==> config.mk <==
export PLATFORM = sky130hd
export DESIGN_NAME = gouraud_span_interpolator_flat
export DESIGN_NICKNAME = d
export VERILOG_FILES = /design/src/rtl/core/gsi_pkg.sv /design/src/rtl/core/gsi_ifs.sv /design/src/rtl/core/gsi_div.sv /design/src/rtl/core/gsi_lanes.sv /design/src/rtl/core/gouraud_span_interpolator.sv /design/src/flat_wrapper.sv
export SDC_FILE = /design/constraint.sdc
export NUM_CORES = 2
export LEC_CHECK = 0
export BUFFER_PORTS_ARGS = -buffer_cell sky130_fd_sc_hd__buf_4
export CAP_MARGIN = 20
export CORE_MARGIN = 2
export CORE_UTILIZATION = 51
export DETAILED_ROUTE_END_ITERATION = 10
export PLACE_DENSITY_LB_ADDON = 0.05
export SYNTH_ARGS = -nofsm -noshare
export SYNTH_HDL_FRONTEND = slang
export SYNTH_SLANG_ARGS = --single-unit
==> constraint.sdc <==
create_clock -name clk -period 13.6 [get_ports clk]
set_clock_uncertainty 0.15 [all_clocks]
set_input_delay 2.04 -clock clk [delete_from_list [all_inputs] [get_ports clk]]
set_output_delay 2.04 -clock clk [all_outputs]
set_load 0.005 [all_outputs]
==> src/rtl/core/gsi_pkg.sv <==
// Shared widths, defaults and divider request/response types for the
// Gouraud span interpolator. No dependencies.
`timescale 1ns / 1ps

package gsi_pkg;

	localparam int DEF_SCREEN_WIDTH = 512;
	localparam int DEF_ROW_COUNT    = 512;
	localparam int DEF_LANES        = 8;

	localparam int ROW_W       = 9;
	localparam int X_W         = 9;
	localparam int LEVEL_W     = 16;
	localparam int VCNT_W      = 4;
	localparam int OUT_LANES   = 8;
	localparam int FRAC_W      = 16;
	localparam int QUO_W       = 32;   // |level diff| << 16
	localparam int ACC_W       = 38;   // signed accumulator, holds 8 x step
	localparam int MAX_RESULTS = 64;
	localparam int RCNT_W      = 6;

	typedef logic [OUT_LANES-1:0][LEVEL_W-1:0] level_vec_t;

	typedef struct packed {
		logic             start;
		logic [QUO_W-1:0] dividend;
		logic [X_W-1:0]   divisor;
	} div_req_t;

	typedef struct packed {
		logic             busy;
		logic             done;
		logic [QUO_W-1:0] quotient;
	} div_rsp_t;

endpackage

==> src/rtl/core/gsi_ifs.sv <==
// Valid/ready channel interfaces: span in, pixel group out.
// Depends on gsi_pkg.
`timescale 1ns / 1ps

interface gsi_span_if;
	import gsi_pkg::*;
	logic               valid;
	logic               ready;
	logic [ROW_W-1:0]   row;
	logic [X_W-1:0]     x_a;
	logic [X_W-1:0]     x_b;
	logic [LEVEL_W-1:0] level_a;
	logic [LEVEL_W-1:0] level_b;

	modport source (output valid, row, x_a, x_b, level_a, level_b, input ready);
	modport sink   (input valid, row, x_a, x_b, level_a, level_b, output ready);
endinterface

interface gsi_pix_if;
	import gsi_pkg::*;
	logic               valid;
	logic               ready;
	logic [ROW_W-1:0]   out_row;
	logic [X_W-1:0]     x_start;
	logic [VCNT_W-1:0]  valid_count;
	logic               last;
	logic [LEVEL_W-1:0] level_0;
	logic [LEVEL_W-1:0] level_1;
	logic [LEVEL_W-1:0] level_2;
	logic [LEVEL_W-1:0] level_3;
	logic [LEVEL_W-1:0] level_4;
	logic [LEVEL_W-1:0] level_5;
	logic [LEVEL_W-1:0] level_6;
	logic [LEVEL_W-1:0] level_7;

	modport source (output valid, out_row, x_start, valid_count, last,
		level_0, level_1, level_2, level_3, level_4, level_5, level_6, level_7,
		input ready);
	modport sink   (input valid, out_row, x_start, valid_count, last,
		level_0, level_1, level_2, level_3, level_4, level_5, level_6, level_7,
		output ready);
endinterface

==> src/rtl/core/gsi_div.sv <==
// Restoring unsigned divider, one quotient bit per cycle.
// Depends on gsi_pkg.
`timescale 1ns / 1ps

module gsi_div (
	input  logic              clk,
	input  logic              arst_n,
	input  gsi_pkg::div_req_t req,
	output gsi_pkg::div_rsp_t rsp
);
	import gsi_pkg::*;

	localparam int CNT_W = $clog2(QUO_W);

	logic             busy_q;
	logic             done_q;
	logic [CNT_W-1:0] cnt_q;
	logic [QUO_W-1:0] quo_q;
	logic [X_W-1:0]   rem_q;
	logic [X_W-1:0]   div_q;

	logic [X_W:0]     trial;
	logic [X_W:0]     trial_sub;
	logic             ge;
	logic [X_W-1:0]   rem_next;

	assign trial     = {rem_q, quo_q[QUO_W-1]};
	assign trial_sub = trial - {1'b0, div_q};
	assign ge        = trial >= {1'b0, div_q};
	// trial < 2*divisor, so both outcomes fit the remainder width
	assign rem_next  = ge ? trial_sub[X_W-1:0] : trial[X_W-1:0];

	always_ff @(posedge clk or negedge arst_n) begin
		if (!arst_n) begin
			busy_q <= 1'b0;
			done_q <= 1'b0;
			cnt_q  <= '0;
		end else begin
			done_q <= 1'b0;
			if (req.start) begin
				busy_q <= 1'b1;
				cnt_q  <= '0;
			end else if (busy_q) begin
				cnt_q <= cnt_q + 1'b1;
				if (cnt_q == CNT_W'(QUO_W - 1)) begin
					busy_q <= 1'b0;
					done_q <= 1'b1;
				end
			end
		end
	end

	always_ff @(posedge clk) begin
		if (req.start) begin
			quo_q <= req.dividend;
			rem_q <= '0;
			div_q <= req.divisor;
		end else if (busy_q) begin
			rem_q <= rem_next;
			quo_q <= {quo_q[QUO_W-2:0], ge};
		end
	end

	assign rsp.busy     = busy_q;
	assign rsp.done     = done_q;
	assign rsp.quotient = quo_q;

	a_start_idle: assert property (@(posedge clk) disable iff (!arst_n)
		req.start |-> !busy_q)
		else $error("divider restarted while busy");
	a_done_follows: assert property (@(posedge clk) disable iff (!arst_n)
		(busy_q && !req.start && cnt_q == CNT_W'(QUO_W - 1)) |=> (done_q && !busy_q))
		else $error("divider did not finish after full bit count");
	a_done_pulse: assert property (@(posedge clk) disable iff (!arst_n)
		done_q |=> !done_q)
		else $error("divider done held longer than one cycle");

endmodule

==> src/rtl/core/gsi_lanes.sv <==
// Per-lane intensity: base plus lane offset, floor the 16.16 sum to its integer level, clamp.
// Depends on gsi_pkg.
`timescale 1ns / 1ps

module gsi_lanes #(
	parameter int LANES = gsi_pkg::DEF_LANES
) (
	input  logic signed [gsi_pkg::ACC_W-1:0]  base,
	input  logic signed [gsi_pkg::ACC_W-1:0]  offs [LANES+1],
	input  logic        [gsi_pkg::VCNT_W-1:0] valid_count,
	output gsi_pkg::level_vec_t               levels
);
	import gsi_pkg::*;

	logic signed [ACC_W-1:0] sum_w [OUT_LANES];

	function automatic logic [LEVEL_W-1:0] level_of(input logic signed [ACC_W-1:0] a);
		logic [LEVEL_W-1:0] v;
		if (a < 0)
			v = '0;
		else if (a[ACC_W-2:FRAC_W+LEVEL_W] != '0)
			v = '1;
		else
			v = a[FRAC_W+LEVEL_W-1:FRAC_W];
		return v;
	endfunction

	for (genvar i = 0; i < OUT_LANES; i++) begin : g_lane
		if (i < LANES) begin : g_used
			assign sum_w[i] = base + offs[i];
		end else begin : g_unused
			assign sum_w[i] = '0;
		end
	end

	always_comb begin
		for (int i = 0; i < OUT_LANES; i++) begin
			if (i < LANES && VCNT_W'(i) < valid_count)
				levels[i] = level_of(sum_w[i]);
			else
				levels[i] = '0;
		end
	end

endmodule

==> src/rtl/core/gouraud_span_interpolator.sv <==
// Top level of the Gouraud span interpolator: sequencer, step table,
// output register. Depends on gsi_pkg, gsi_ifs, gsi_div, gsi_lanes.
`timescale 1ns / 1ps

// Channel   Dir  Handshake      Carries
// span      in   valid/ready    row, x_a, x_b, level_a, level_b
// pixels    out  valid/ready    out_row, x_start, valid_count, last, level_0..7
//
// One span at a time. A span wider than one pixel then runs through the
// divider (one quotient bit per cycle over 32 bits, launched from S_START
// and handed back in S_DIV). The lane offset table is then built with one
// adder in S_TABLE. Groups then leave one per cycle while the sink is
// ready: ceil(n/LANES) of them, at most 64. Reset is asynchronous and
// leaves the block idle and ready; a stalled sink holds the output register
// and the sequencer, and span.ready is high only while idle.

module gouraud_span_interpolator #(
	parameter int SCREEN_WIDTH = gsi_pkg::DEF_SCREEN_WIDTH,
	parameter int ROW_COUNT    = gsi_pkg::DEF_ROW_COUNT,
	parameter int LANES        = gsi_pkg::DEF_LANES
) (
	input logic     clk,
	input logic     arst_n,
	gsi_span_if.sink  span,
	gsi_pix_if.source pixels
);
	import gsi_pkg::*;

	localparam int IDX_W = $clog2(LANES + 1);

	typedef enum logic [4:0] {
		S_IDLE  = 5'b00001,
		S_START = 5'b00010,
		S_DIV   = 5'b00100,
		S_TABLE = 5'b01000,
		S_EMIT  = 5'b10000
	} state_t;

	state_t state_q;

	// span registers
	logic [ROW_W-1:0]   row_q;
	logic [X_W-1:0]     xmin_q;
	logic [X_W-1:0]     xmax_q;
	logic [LEVEL_W-1:0] imin_q;
	logic [LEVEL_W-1:0] imax_q;
	logic               neg_q;

	// step and lane offset table: offs_q[i] = i * step
	logic signed [ACC_W-1:0] step_q;
	logic signed [ACC_W-1:0] run_q;
	logic signed [ACC_W-1:0] offs_q [LANES+1];
	logic [IDX_W-1:0]        idx_q;

	// emission
	logic signed [ACC_W-1:0] base_q;
	logic [X_W:0]            cur_x_q;
	logic [RCNT_W-1:0]       rcnt_q;

	// output register
	logic               out_valid_q;
	logic [ROW_W-1:0]   out_row_q;
	logic [X_W-1:0]     x_start_q;
	logic [VCNT_W-1:0]  vcnt_q;
	logic               last_q;
	level_vec_t         level_q;

	// accept path: clamp x to screen, order endpoints
	logic               in_acc;
	logic               row_ok;
	logic [X_W-1:0]     xa_c;
	logic [X_W-1:0]     xb_c;
	logic               a_first;

	assign span.ready = (state_q == S_IDLE);
	assign in_acc     = span.valid && span.ready;
	assign row_ok     = 32'(span.row) < 32'(ROW_COUNT);
	assign xa_c       = (32'(span.x_a) >= 32'(SCREEN_WIDTH)) ? X_W'(SCREEN_WIDTH - 1) : span.x_a;
	assign xb_c       = (32'(span.x_b) >= 32'(SCREEN_WIDTH)) ? X_W'(SCREEN_WIDTH - 1) : span.x_b;
	assign a_first    = xa_c < xb_c;

	// divider operands
	logic [LEVEL_W:0]   diff;
	logic [LEVEL_W-1:0] mag;
	div_req_t           div_req;
	div_rsp_t           div_rsp;
	logic signed [ACC_W-1:0] quo_ext;

	assign diff = {1'b0, imax_q} - {1'b0, imin_q};
	assign mag  = diff[LEVEL_W] ? LEVEL_W'(-diff) : diff[LEVEL_W-1:0];

	assign div_req.start    = (state_q == S_START);
	assign div_req.dividend = {mag, {FRAC_W{1'b0}}};
	assign div_req.divisor  = xmax_q - xmin_q;

	assign quo_ext = ACC_W'(div_rsp.quotient);

	gsi_div u_div (
		.clk    (clk),
		.arst_n (arst_n),
		.req    (div_req),
		.rsp    (div_rsp)
	);

	// group framing
	logic [X_W:0]        remaining;
	logic [VCNT_W-1:0]   vcnt;
	logic                grp_last;
	logic                load;
	level_vec_t          lane_levels;

	assign remaining = {1'b0, xmax_q} + 1'b1 - cur_x_q;
	assign vcnt      = (remaining < (X_W+1)'(LANES)) ? VCNT_W'(remaining) : VCNT_W'(LANES);
	assign grp_last  = (remaining <= (X_W+1)'(LANES)) ||
		(rcnt_q == RCNT_W'(MAX_RESULTS - 1));
	assign load      = (state_q == S_EMIT) && (!out_valid_q || pixels.ready);

	gsi_lanes #(.LANES(LANES)) u_lanes (
		.base        (base_q),
		.offs        (offs_q),
		.valid_count (vcnt),
		.levels      (lane_levels)
	);

	// sequencer
	always_ff @(posedge clk or negedge arst_n) begin
		if (!arst_n) begin
			state_q <= S_IDLE;
		end else begin
			case (state_q)
				S_IDLE: begin
					if (in_acc && row_ok)
						state_q <= (xa_c != xb_c) ? S_START : S_TABLE;
				end
				S_START: state_q <= S_DIV;
				S_DIV: begin
					if (div_rsp.done)
						state_q <= S_TABLE;
				end
				S_TABLE: begin
					if (idx_q == IDX_W'(LANES - 1))
						state_q <= S_EMIT;
				end
				S_EMIT: begin
					if (load && grp_last)
						state_q <= S_IDLE;
				end
				default: state_q <= S_IDLE;
			endcase
		end
	end

	// datapath, no reset needed
	always_ff @(posedge clk) begin
		case (state_q)
			S_IDLE: begin
				row_q  <= span.row;
				xmin_q <= a_first ? xa_c : xb_c;
				xmax_q <= a_first ? xb_c : xa_c;
				imin_q <= a_first ? span.level_a : span.level_b;
				imax_q <= a_first ? span.level_b : span.level_a;
				step_q <= '0;
				run_q  <= '0;
				idx_q  <= '0;
				offs_q[0] <= '0;
			end
			S_START: neg_q <= diff[LEVEL_W];
			S_DIV: begin
				if (div_rsp.done)
					step_q <= neg_q ? -quo_ext : quo_ext;
			end
			S_TABLE: begin
				run_q              <= run_q + step_q;
				offs_q[idx_q + 1'b1] <= run_q + step_q;
				idx_q              <= idx_q + 1'b1;
				base_q             <= ACC_W'({imin_q, {FRAC_W{1'b0}}});
				cur_x_q            <= {1'b0, xmin_q};
				rcnt_q             <= '0;
			end
			S_EMIT: begin
				if (load) begin
					base_q  <= base_q + offs_q[LANES];
					cur_x_q <= cur_x_q + (X_W+1)'(LANES);
					rcnt_q  <= rcnt_q + 1'b1;
				end
			end
			default: ;
		endcase
	end

	// output register
	always_ff @(posedge clk or negedge arst_n) begin
		if (!arst_n)
			out_valid_q <= 1'b0;
		else if (load)
			out_valid_q <= 1'b1;
		else if (pixels.ready)
			out_valid_q <= 1'b0;
	end

	always_ff @(posedge clk) begin
		if (load) begin
			out_row_q <= row_q;
			x_start_q <= cur_x_q[X_W-1:0];
			vcnt_q    <= vcnt;
			last_q    <= grp_last;
			level_q   <= lane_levels;
		end
	end

	assign pixels.valid       = out_valid_q;
	assign pixels.out_row     = out_row_q;
	assign pixels.x_start     = x_start_q;
	assign pixels.valid_count = vcnt_q;
	assign pixels.last        = last_q;
	assign pixels.level_0     = level_q[0];
	assign pixels.level_1     = level_q[1];
	assign pixels.level_2     = level_q[2];
	assign pixels.level_3     = level_q[3];
	assign pixels.level_4     = level_q[4];
	assign pixels.level_5     = level_q[5];
	assign pixels.level_6     = level_q[6];
	assign pixels.level_7     = level_q[7];

	a_div_done_in_div: assert property (@(posedge clk) disable iff (!arst_n)
		div_rsp.done |-> (state_q == S_DIV))
		else $error("divider result outside the divide phase");
	a_table_step: assert property (@(posedge clk) disable iff (!arst_n)
		(state_q == S_EMIT) |-> (offs_q[1] == step_q && offs_q[0] == '0))
		else $error("lane offset table does not match step");
	a_x_in_span: assert property (@(posedge clk) disable iff (!arst_n)
		(state_q == S_EMIT) |-> (cur_x_q <= {1'b0, xmax_q} && cur_x_q >= {1'b0, xmin_q}))
		else $error("group start outside span");
	a_last_ends: assert property (@(posedge clk) disable iff (!arst_n)
		(load && grp_last) |=> (state_q == S_IDLE && out_valid_q && last_q))
		else $error("final group did not close the span");

endmodule

==> src/flat_wrapper.sv <==
// flat-port wrapper written by rule: the top's interface ports become plain ports
module gouraud_span_interpolator_flat import gsi_pkg::*;
#(
	parameter int SCREEN_WIDTH = gsi_pkg::DEF_SCREEN_WIDTH,
	parameter int ROW_COUNT    = gsi_pkg::DEF_ROW_COUNT,
	parameter int LANES        = gsi_pkg::DEF_LANES
)
  (clk, arst_n, span_valid, span_row, span_x_a, span_x_b, span_level_a, span_level_b, span_ready, pixels_valid, pixels_out_row, pixels_x_start, pixels_valid_count, pixels_last, pixels_level_0, pixels_level_1, pixels_level_2, pixels_level_3, pixels_level_4, pixels_level_5, pixels_level_6, pixels_level_7, pixels_ready);
  gsi_span_if span_i ();
  gsi_pix_if pixels_i ();
  input logic clk;
  input logic arst_n;
  input wire logic [$bits(span_i.valid)-1:0] span_valid;
  input wire logic [$bits(span_i.row)-1:0] span_row;
  input wire logic [$bits(span_i.x_a)-1:0] span_x_a;
  input wire logic [$bits(span_i.x_b)-1:0] span_x_b;
  input wire logic [$bits(span_i.level_a)-1:0] span_level_a;
  input wire logic [$bits(span_i.level_b)-1:0] span_level_b;
  output wire logic [$bits(span_i.ready)-1:0] span_ready;
  output wire logic [$bits(pixels_i.valid)-1:0] pixels_valid;
  output wire logic [$bits(pixels_i.out_row)-1:0] pixels_out_row;
  output wire logic [$bits(pixels_i.x_start)-1:0] pixels_x_start;
  output wire logic [$bits(pixels_i.valid_count)-1:0] pixels_valid_count;
  output wire logic [$bits(pixels_i.last)-1:0] pixels_last;
  output wire logic [$bits(pixels_i.level_0)-1:0] pixels_level_0;
  output wire logic [$bits(pixels_i.level_1)-1:0] pixels_level_1;
  output wire logic [$bits(pixels_i.level_2)-1:0] pixels_level_2;
  output wire logic [$bits(pixels_i.level_3)-1:0] pixels_level_3;
  output wire logic [$bits(pixels_i.level_4)-1:0] pixels_level_4;
  output wire logic [$bits(pixels_i.level_5)-1:0] pixels_level_5;
  output wire logic [$bits(pixels_i.level_6)-1:0] pixels_level_6;
  output wire logic [$bits(pixels_i.level_7)-1:0] pixels_level_7;
  input wire logic [$bits(pixels_i.ready)-1:0] pixels_ready;
  assign span_i.valid = span_valid;
  assign span_i.row = span_row;
  assign span_i.x_a = span_x_a;
  assign span_i.x_b = span_x_b;
  assign span_i.level_a = span_level_a;
  assign span_i.level_b = span_level_b;
  assign span_ready = span_i.ready;
  assign pixels_valid = pixels_i.valid;
  assign pixels_out_row = pixels_i.out_row;
  assign pixels_x_start = pixels_i.x_start;
  assign pixels_valid_count = pixels_i.valid_count;
  assign pixels_last = pixels_i.last;
  assign pixels_level_0 = pixels_i.level_0;
  assign pixels_level_1 = pixels_i.level_1;
  assign pixels_level_2 = pixels_i.level_2;
  assign pixels_level_3 = pixels_i.level_3;
  assign pixels_level_4 = pixels_i.level_4;
  assign pixels_level_5 = pixels_i.level_5;
  assign pixels_level_6 = pixels_i.level_6;
  assign pixels_level_7 = pixels_i.level_7;
  assign pixels_i.ready = pixels_ready;
  gouraud_span_interpolator #(.SCREEN_WIDTH(SCREEN_WIDTH), .ROW_COUNT(ROW_COUNT), .LANES(LANES)) u_core (.clk(clk), .arst_n(arst_n), .span(span_i), .pixels(pixels_i));
endmodule
Word-level counts from Yosys, hierarchy flattened --
Index checks and enable logic that the tools add are counted.
Cells by class: add/subtract/negate cells 21, magnitude comparators 22, equality and inequality tests 14, multiplexer cells 48, bitwise logic cells 9, reduce and logical (&&, ||, !) cells 31
Operator list (count):
- $add A38 B38 Y38 | 10
- $bwmux W342 | 1
- $lt A38 B1 Y1 const B | 8
- $pmux W38 S2 | 4
- $mux W16 | 11
- $demux W38 S4 | 1
- $mux W38 | 4
- $mux W32 | 2
- $reduce_bool A5 Y1 | 8
- $neg A32 Y38 | 1
- $mux W5 | 6
- $mux W9 | 3
- $pmux W5 S5 | 1
- $pmux W10 S2 | 1
- $sub A9 B9 Y9 | 2
- $sub A16 B16 Y17 | 1
- $lt A3 B4 Y1 const A | 4
- $neg A16 Y16 | 1
- $reduce_or A2 Y1 | 8
- $pmux W6 S2 | 1
- $add A10 B4 Y10 const B | 1
- $add A9 B1 Y10 const B | 1
- $eq A5 B5 Y1 const B | 2
- $ge A10 B9 Y1 | 1
- 33 further kinds | 62
Storage, ports and cells: register bits 750, bits of input ports 63, output and inout bits 153, logic and storage cells 187

Logic depth before layout (Yosys ltp) --
word-level depth 8, gate-level depth with buffers 19, depth with buffers taken out 17

Cells and area by module --
A second synthesis with hierarchy kept.
Second synthesis, totals: cells, all modules 4295, area, all modules 46968.8 um^2
Modules (own cells, without submodules):
- gouraud_span_interpolator | times used 1, cells each 2148, area an instance 30345.4 um^2, seq. area each 20781.2 um^2
- gsi_lanes | times used 1, cells each 1927, area an instance 13759.4 um^2, seq. area each 0.0 um^2
- gsi_div | times used 1, cells each 220, area an instance 2864.0 um^2, seq. area each 1586.5 um^2

Worst setup path after synthesis --
No wires, ideal clock.
path type input port to flip-flop, start point input port pixels_ready, end point register u_core.last_q (netlist: u_core.pixels.last) (enable), library setup time 666 ps, arrival time 8397 ps, required time 12784 ps, path slack 4387 ps, cell stages on the path 2, buffers on the path 0, path through nor2b_1 nor2_1
On the way: cells in the longest elaborated chain, start to end 2
Ends and longest elaborated chain:
- start, declared | RTL line flat_wrapper.sv:33 | input wire logic [$bits(pixels_i.ready)-1:0] pixels_ready;
- $logic_or A1 B1 Y1 | RTL line gouraud_span_interpolator.sv:116 | assign load = (state_q == S_EMIT) && (!out_valid_q || pixels.ready);
- $logic_and A1 B1 Y1 | RTL line gouraud_span_interpolator.sv:116
- named net u_core.load | RTL line gouraud_span_interpolator.sv:109 | logic load;
- end signal, assigned | RTL line gouraud_span_interpolator.sv:206 | last_q <= grp_last;
- end, declared | RTL line gouraud_span_interpolator.sv:65 | logic last_q;
The timed path passes the listed nets, and every way through them passes these cells. A chain may end at the register's enable or synchronous reset.

Worst setup path in the final report --
start point register u_core.base_q[5], end point register u_core.level_q (netlist bit u_core.pixels.level_7[2]) (data pin)
On the way: cells in the longest elaborated chain, start to end 3
Ends and longest elaborated chain:
- start, declared | RTL line gouraud_span_interpolator.sv:56 | logic signed [ACC_W-1:0] base_q;
- start signal, assigned | RTL line gouraud_span_interpolator.sv:176 | base_q <= ACC_W'({imin_q, {FRAC_W{1'b0}}});
- start signal, assigned | RTL line gouraud_span_interpolator.sv:182 | base_q <= base_q + offs_q[LANES];
- $add A38 B38 Y38 * | RTL line gsi_lanes.sv:30 | assign sum_w[i] = base + offs[i];
- $lt A38 B1 Y1 or $reduce_bool A5 Y1 (tied branches) | RTL line gsi_lanes.sv:19, gsi_lanes.sv:21
- $reduce_or A2 Y1 (no line) or $mux W16 (tied branches)
- end signal, assigned | RTL line gouraud_span_interpolator.sv:207 | level_q <= lane_levels;
- end, declared | RTL line gouraud_span_interpolator.sv:66 | level_vec_t level_q;
Mark *: on every way between the ends. The rest lies on a longest branch, timed or not.

==> flow_summary_export.csv <==
group,metric,value,unit
worst_setup_path,reg2reg_slack,8510,ps
final_layout,area_growth,14.0,%
worst_setup_path,regToRegEndpoint,"u_core.pixels.level_7[2]",
worst_setup_path,reg2reg_from,"u_core.base_q[5]",
synth,synth_top_family_by_area,"compound AO/OA/AOI/OAI gates",
detailed_routing,drc,0,
floorplan,start_util,51.3,%
cts,cts_tree,"built",
worst_setup_path,slowest_stage,"o31ai_1",
placed_design,place_congestion,0.887,
min_path,hold_start,"u_core.row_q[6]",
worst_setup_path,crit_family,"compound AO/OA/AOI/OAI gates",
worst_setup_path,cp-start-kind,"flip-flop",
global_route,grt_usage,27.4,%
power,p_sw,4.24,mW
global_route,grt_pass1_vias,30710,
global_route,grt_overflow,0,
final_layout,final_nets,4696,
min_path,worst_hold_path_type,"reg -> reg",
cts,clk_pin_slew,60,ps
floorplan,die_width,299,um
sta,tightest_slew,1150,ps
cts,cts_buffers,86,
synth,syn_nets,4441,
min_path,min_to,"u_core.pixels.out_row[6]",
sta,fmax,197,MHz
synth,synth_xor_area_share,6.06,%
floorplan,die-area,89300,um^2
worst_setup_path,cp-end-kind,"flip-flop",
detailed_routing,via_per_inst,5.91,
synth,synth_area_per_cell,11.3,um^2
worst_setup_path,slowest_delay,910,ps
detailed_routing,drtAntennaViolNets,0,
power,clkPwrFrac,23.5,%
detailed_routing,drt_pass1_iterations,6,
run_status,status,"complete, no violations",
worst_setup_path,cp.buffers_inverters,0,
sta,rsz0062_at_grt,"false",
power,p_int,6.29,mW
synth,synth_compound_area_share,16.7,%
power,ir_drop,0.000285,V
worst_setup_path,cp.arrival,5450,ps
floorplan,rows,108,
sta,tns,0,ps
cts,clock-sinks,750,
synth,syn_area,44300,um^2
detailed_routing,drtIter0Drc,2404,
detailed_routing,vias,32042,
final_layout,mostFrequentLayoutCell,"edfxtp_1",
final_layout,fill_cells,7374,
sta,fin_crit,5090,ps
power,netSwitchingFraction,40.3,%
placed_design,io_buffers,215,
sta,drv_slew,0,
synth,ys_ff_latch,750,
synth,seq_area_frac_synth,50.1,%
synth,synth-main-ff-cell,"edfxtp_1",
worst_setup_path,cp_max_fo,16,
power,p_seq_share,35.9,%
synth,postSynthCellCount,3940,
final_layout,drive_gt1_share,12.0,%
synth,synth_fa_ha_area_share,12.5,%
power,p_per_area,208,nW/um^2
global_route,grt_pass1_wl,186,mm
sta,finalSetupViolCount,0,
worst_setup_path,crit_type,"reg -> reg",
synth,synth-simple-area-share,10.5,%
cts,cts-resized-gates,0,
sta,hold_viol_final,0,
sta,slew_headroom,23.1,%
worst_setup_path,crit_required,13960,ps
final_layout,layout_common_cells,"edfxtp_1 (712), ha_1 (432), a21oi_1 (378), buf_4 (269), nor2_1 (260)",
detailed_routing,wl_per_cell,22.9,um
min_path,whs_path_depth,0,
global_route,antenna_found_initial,7,
cts,hold_buffers,0,
cts,clock_latency,650,ps
worst_setup_path,crit_chain,"ha_1 > nand3_1 > a21oi_1 > nor4_1 > o31ai_1 > a31oi_1 > o21ai_1 > a31oi_1 > nor4b_1 > nor3_1 > nor3_2 > o31a_1",
power,p_leak,20.5,nW
placed_design,dp_hpwl,87.0,mm
global_route,grt_max_degree,81,
sta,fin_hold_ws,268,ps
cts,post-cts-setup-buffer-count,0,
synth,ys.warnings.count,0,
cts,htree_levels,3,
run,cap_violations,0,
detailed_routing,routed_wl,124,mm
floorplan,die_h,299,um
floorplan,core,86500,um^2
synth,synth-async-reset-ratio,1.73,%
synth,synth.area.mux_share,1.98,%
worst_setup_path,ff2ff_path_depth,12,
cts,cts_buffer_depth,3,
worst_setup_path,path_common_cell,"a31oi_1",
power,power_frac_comb,40.7,%
cts,cts-root-buf,"clkbuf_16",
synth,synth.distinct_cells,80,
floorplan,io_pins,216,
synth,synth-edff-count,712,
sta,period_share,37.4,%
-- Yosys cell counts, drive strengths merged (7+ instances only) --
cell type / count / area (um^2)
nor4: 19 / 149
nor2b: 37 / 231
o2111ai: 8 / 70.1
a31oi: 34 / 213
mux2i: 29 / 290
or3: 22 / 148
nand2: 249 / 935
inv: 150 / 563
a21oi: 379 / 1900
or4: 11 / 93.8
nand4: 54 / 338
and2: 43 / 269
o31a: 39 / 342
a211o: 9 / 78.8
and3: 44 / 275
and4: 12 / 105
ha: 432 / 5410
nor3: 52 / 260
nand3b: 8 / 60.1
a221o: 7 / 70.1
xnor2: 157 / 1380
o211ai: 20 / 150
nor2: 261 / 980
xor2: 150 / 1310
nand3: 82 / 410
clkbuf: 88 / 332
a2111oi: 10 / 87.6
nand2b: 39 / 244
a21o: 173 / 1300
edfxtp: 712 / 21400
o22ai: 12 / 75.1
a211oi: 28 / 210
o31ai: 28 / 234
dfrtp: 12 / 300
o21ai: 198 / 991
o21bai: 29 / 218
o41ai: 7 / 80.1
o21a: 109 / 818
mux2: 52 / 586
dfxtp: 25 / 500
buf: 17 / 76.3
a221oi: 8 / 70.1
a21boi: 8 / 60.1
or2: 11 / 68.8
-- power groups by stage --
stage,clock [mW],sequential (mW),combinational [mW]
CTS,2.51,3.78,4.27
global route,2.60,3.81,4.57
detailed placement,0,3.82,4.25
finish,2.47,3.77,4.28
global placement,0,3.82,4.21
floorplan,0,3.73,2.34
-- how the worst max path moves through the flow --
stage                           startpoint                        end  slack [ps]  depth (start not counted)
after floorplan               pixels_ready         u_core.pixels.last        4390                          2
after global placement         span_x_b[1]          u_core.imax_q[14]        8480                         15
after detailed placement       span_x_b[1]          u_core.imin_q[12]        8440                         15
after CTS                 u_core.base_q[1]  u_core.pixels.level_7[13]        8480                         12
after global routing      u_core.base_q[2]   u_core.pixels.level_7[9]        8100                         12
final                     u_core.base_q[5]   u_core.pixels.level_7[2]        8510                         12
-- cell families after synthesis --
kind of cell,after synthesis
compound gates,1155
xor+xnor,307
fa+ha+maj,438
buf+inv,255
flops,750
mux,81
simple gates,954
-- routing by layer --
metal	vias up	routed length (um)	GRT usage [%]
met4	0	5210	11.4
met1	15489	51600	35.0
met5	-	0	0
met2	892	60600	47.3
li1	15440	-	-
met3	221	6860	3.28
-- area by class of cell --
type | count | area, um^2 | area share (%)
clock buffers | 108 | 2310 | 4.56
flip-flops and latches | 750 | 22200 | 43.9
multi-input cells | 2935 | 21300 | 42.1
repair buffers | 272 | 2070 | 4.09
clock inverters | 50 | 666 | 1.32
inverters | 150 | 563 | 1.11
diodes | 2 | 5.00 | 0.00990
well taps | 1155 | 1450 | 2.86
-- worst reg2reg max path, cell delays in order, from the launching register on --
cell and delay, ps:
edfxtp_1 630, ha_1 460, nand3_1 80, a21oi_1 140, nor4_1 100, o31ai_1 910, a31oi_1 290, o21ai_1 430
a31oi_1 230, nor4b_1 420, nor3_1 110, nor3_2 720, o31a_1 270
-- stage by stage --
stage                     setup slack (ps)  instances  power [mW]  cell area, um^2  util [%]
after global placement                8480       5257        8.02            47500      54.9
after floorplan                       4390       3940        6.07            44300         -
after detailed placement              8440       5259        8.07            47500      55.0
after global routing                  8100       5421        11.0            50600      58.5
after CTS                             8480       5417        10.6            50500      58.4
final                                 8510       5422        10.5            50600      58.5
-- registers in the layout (all words and copies together) (netlist names), 32 cells and up --
register            count
u_core.base_q          38
u_core.offs_q         342
u_core.step_q          38
u_core.u_div.quo_q     32
u_core.run_q           38
Power figures use the tool's default switching activity.
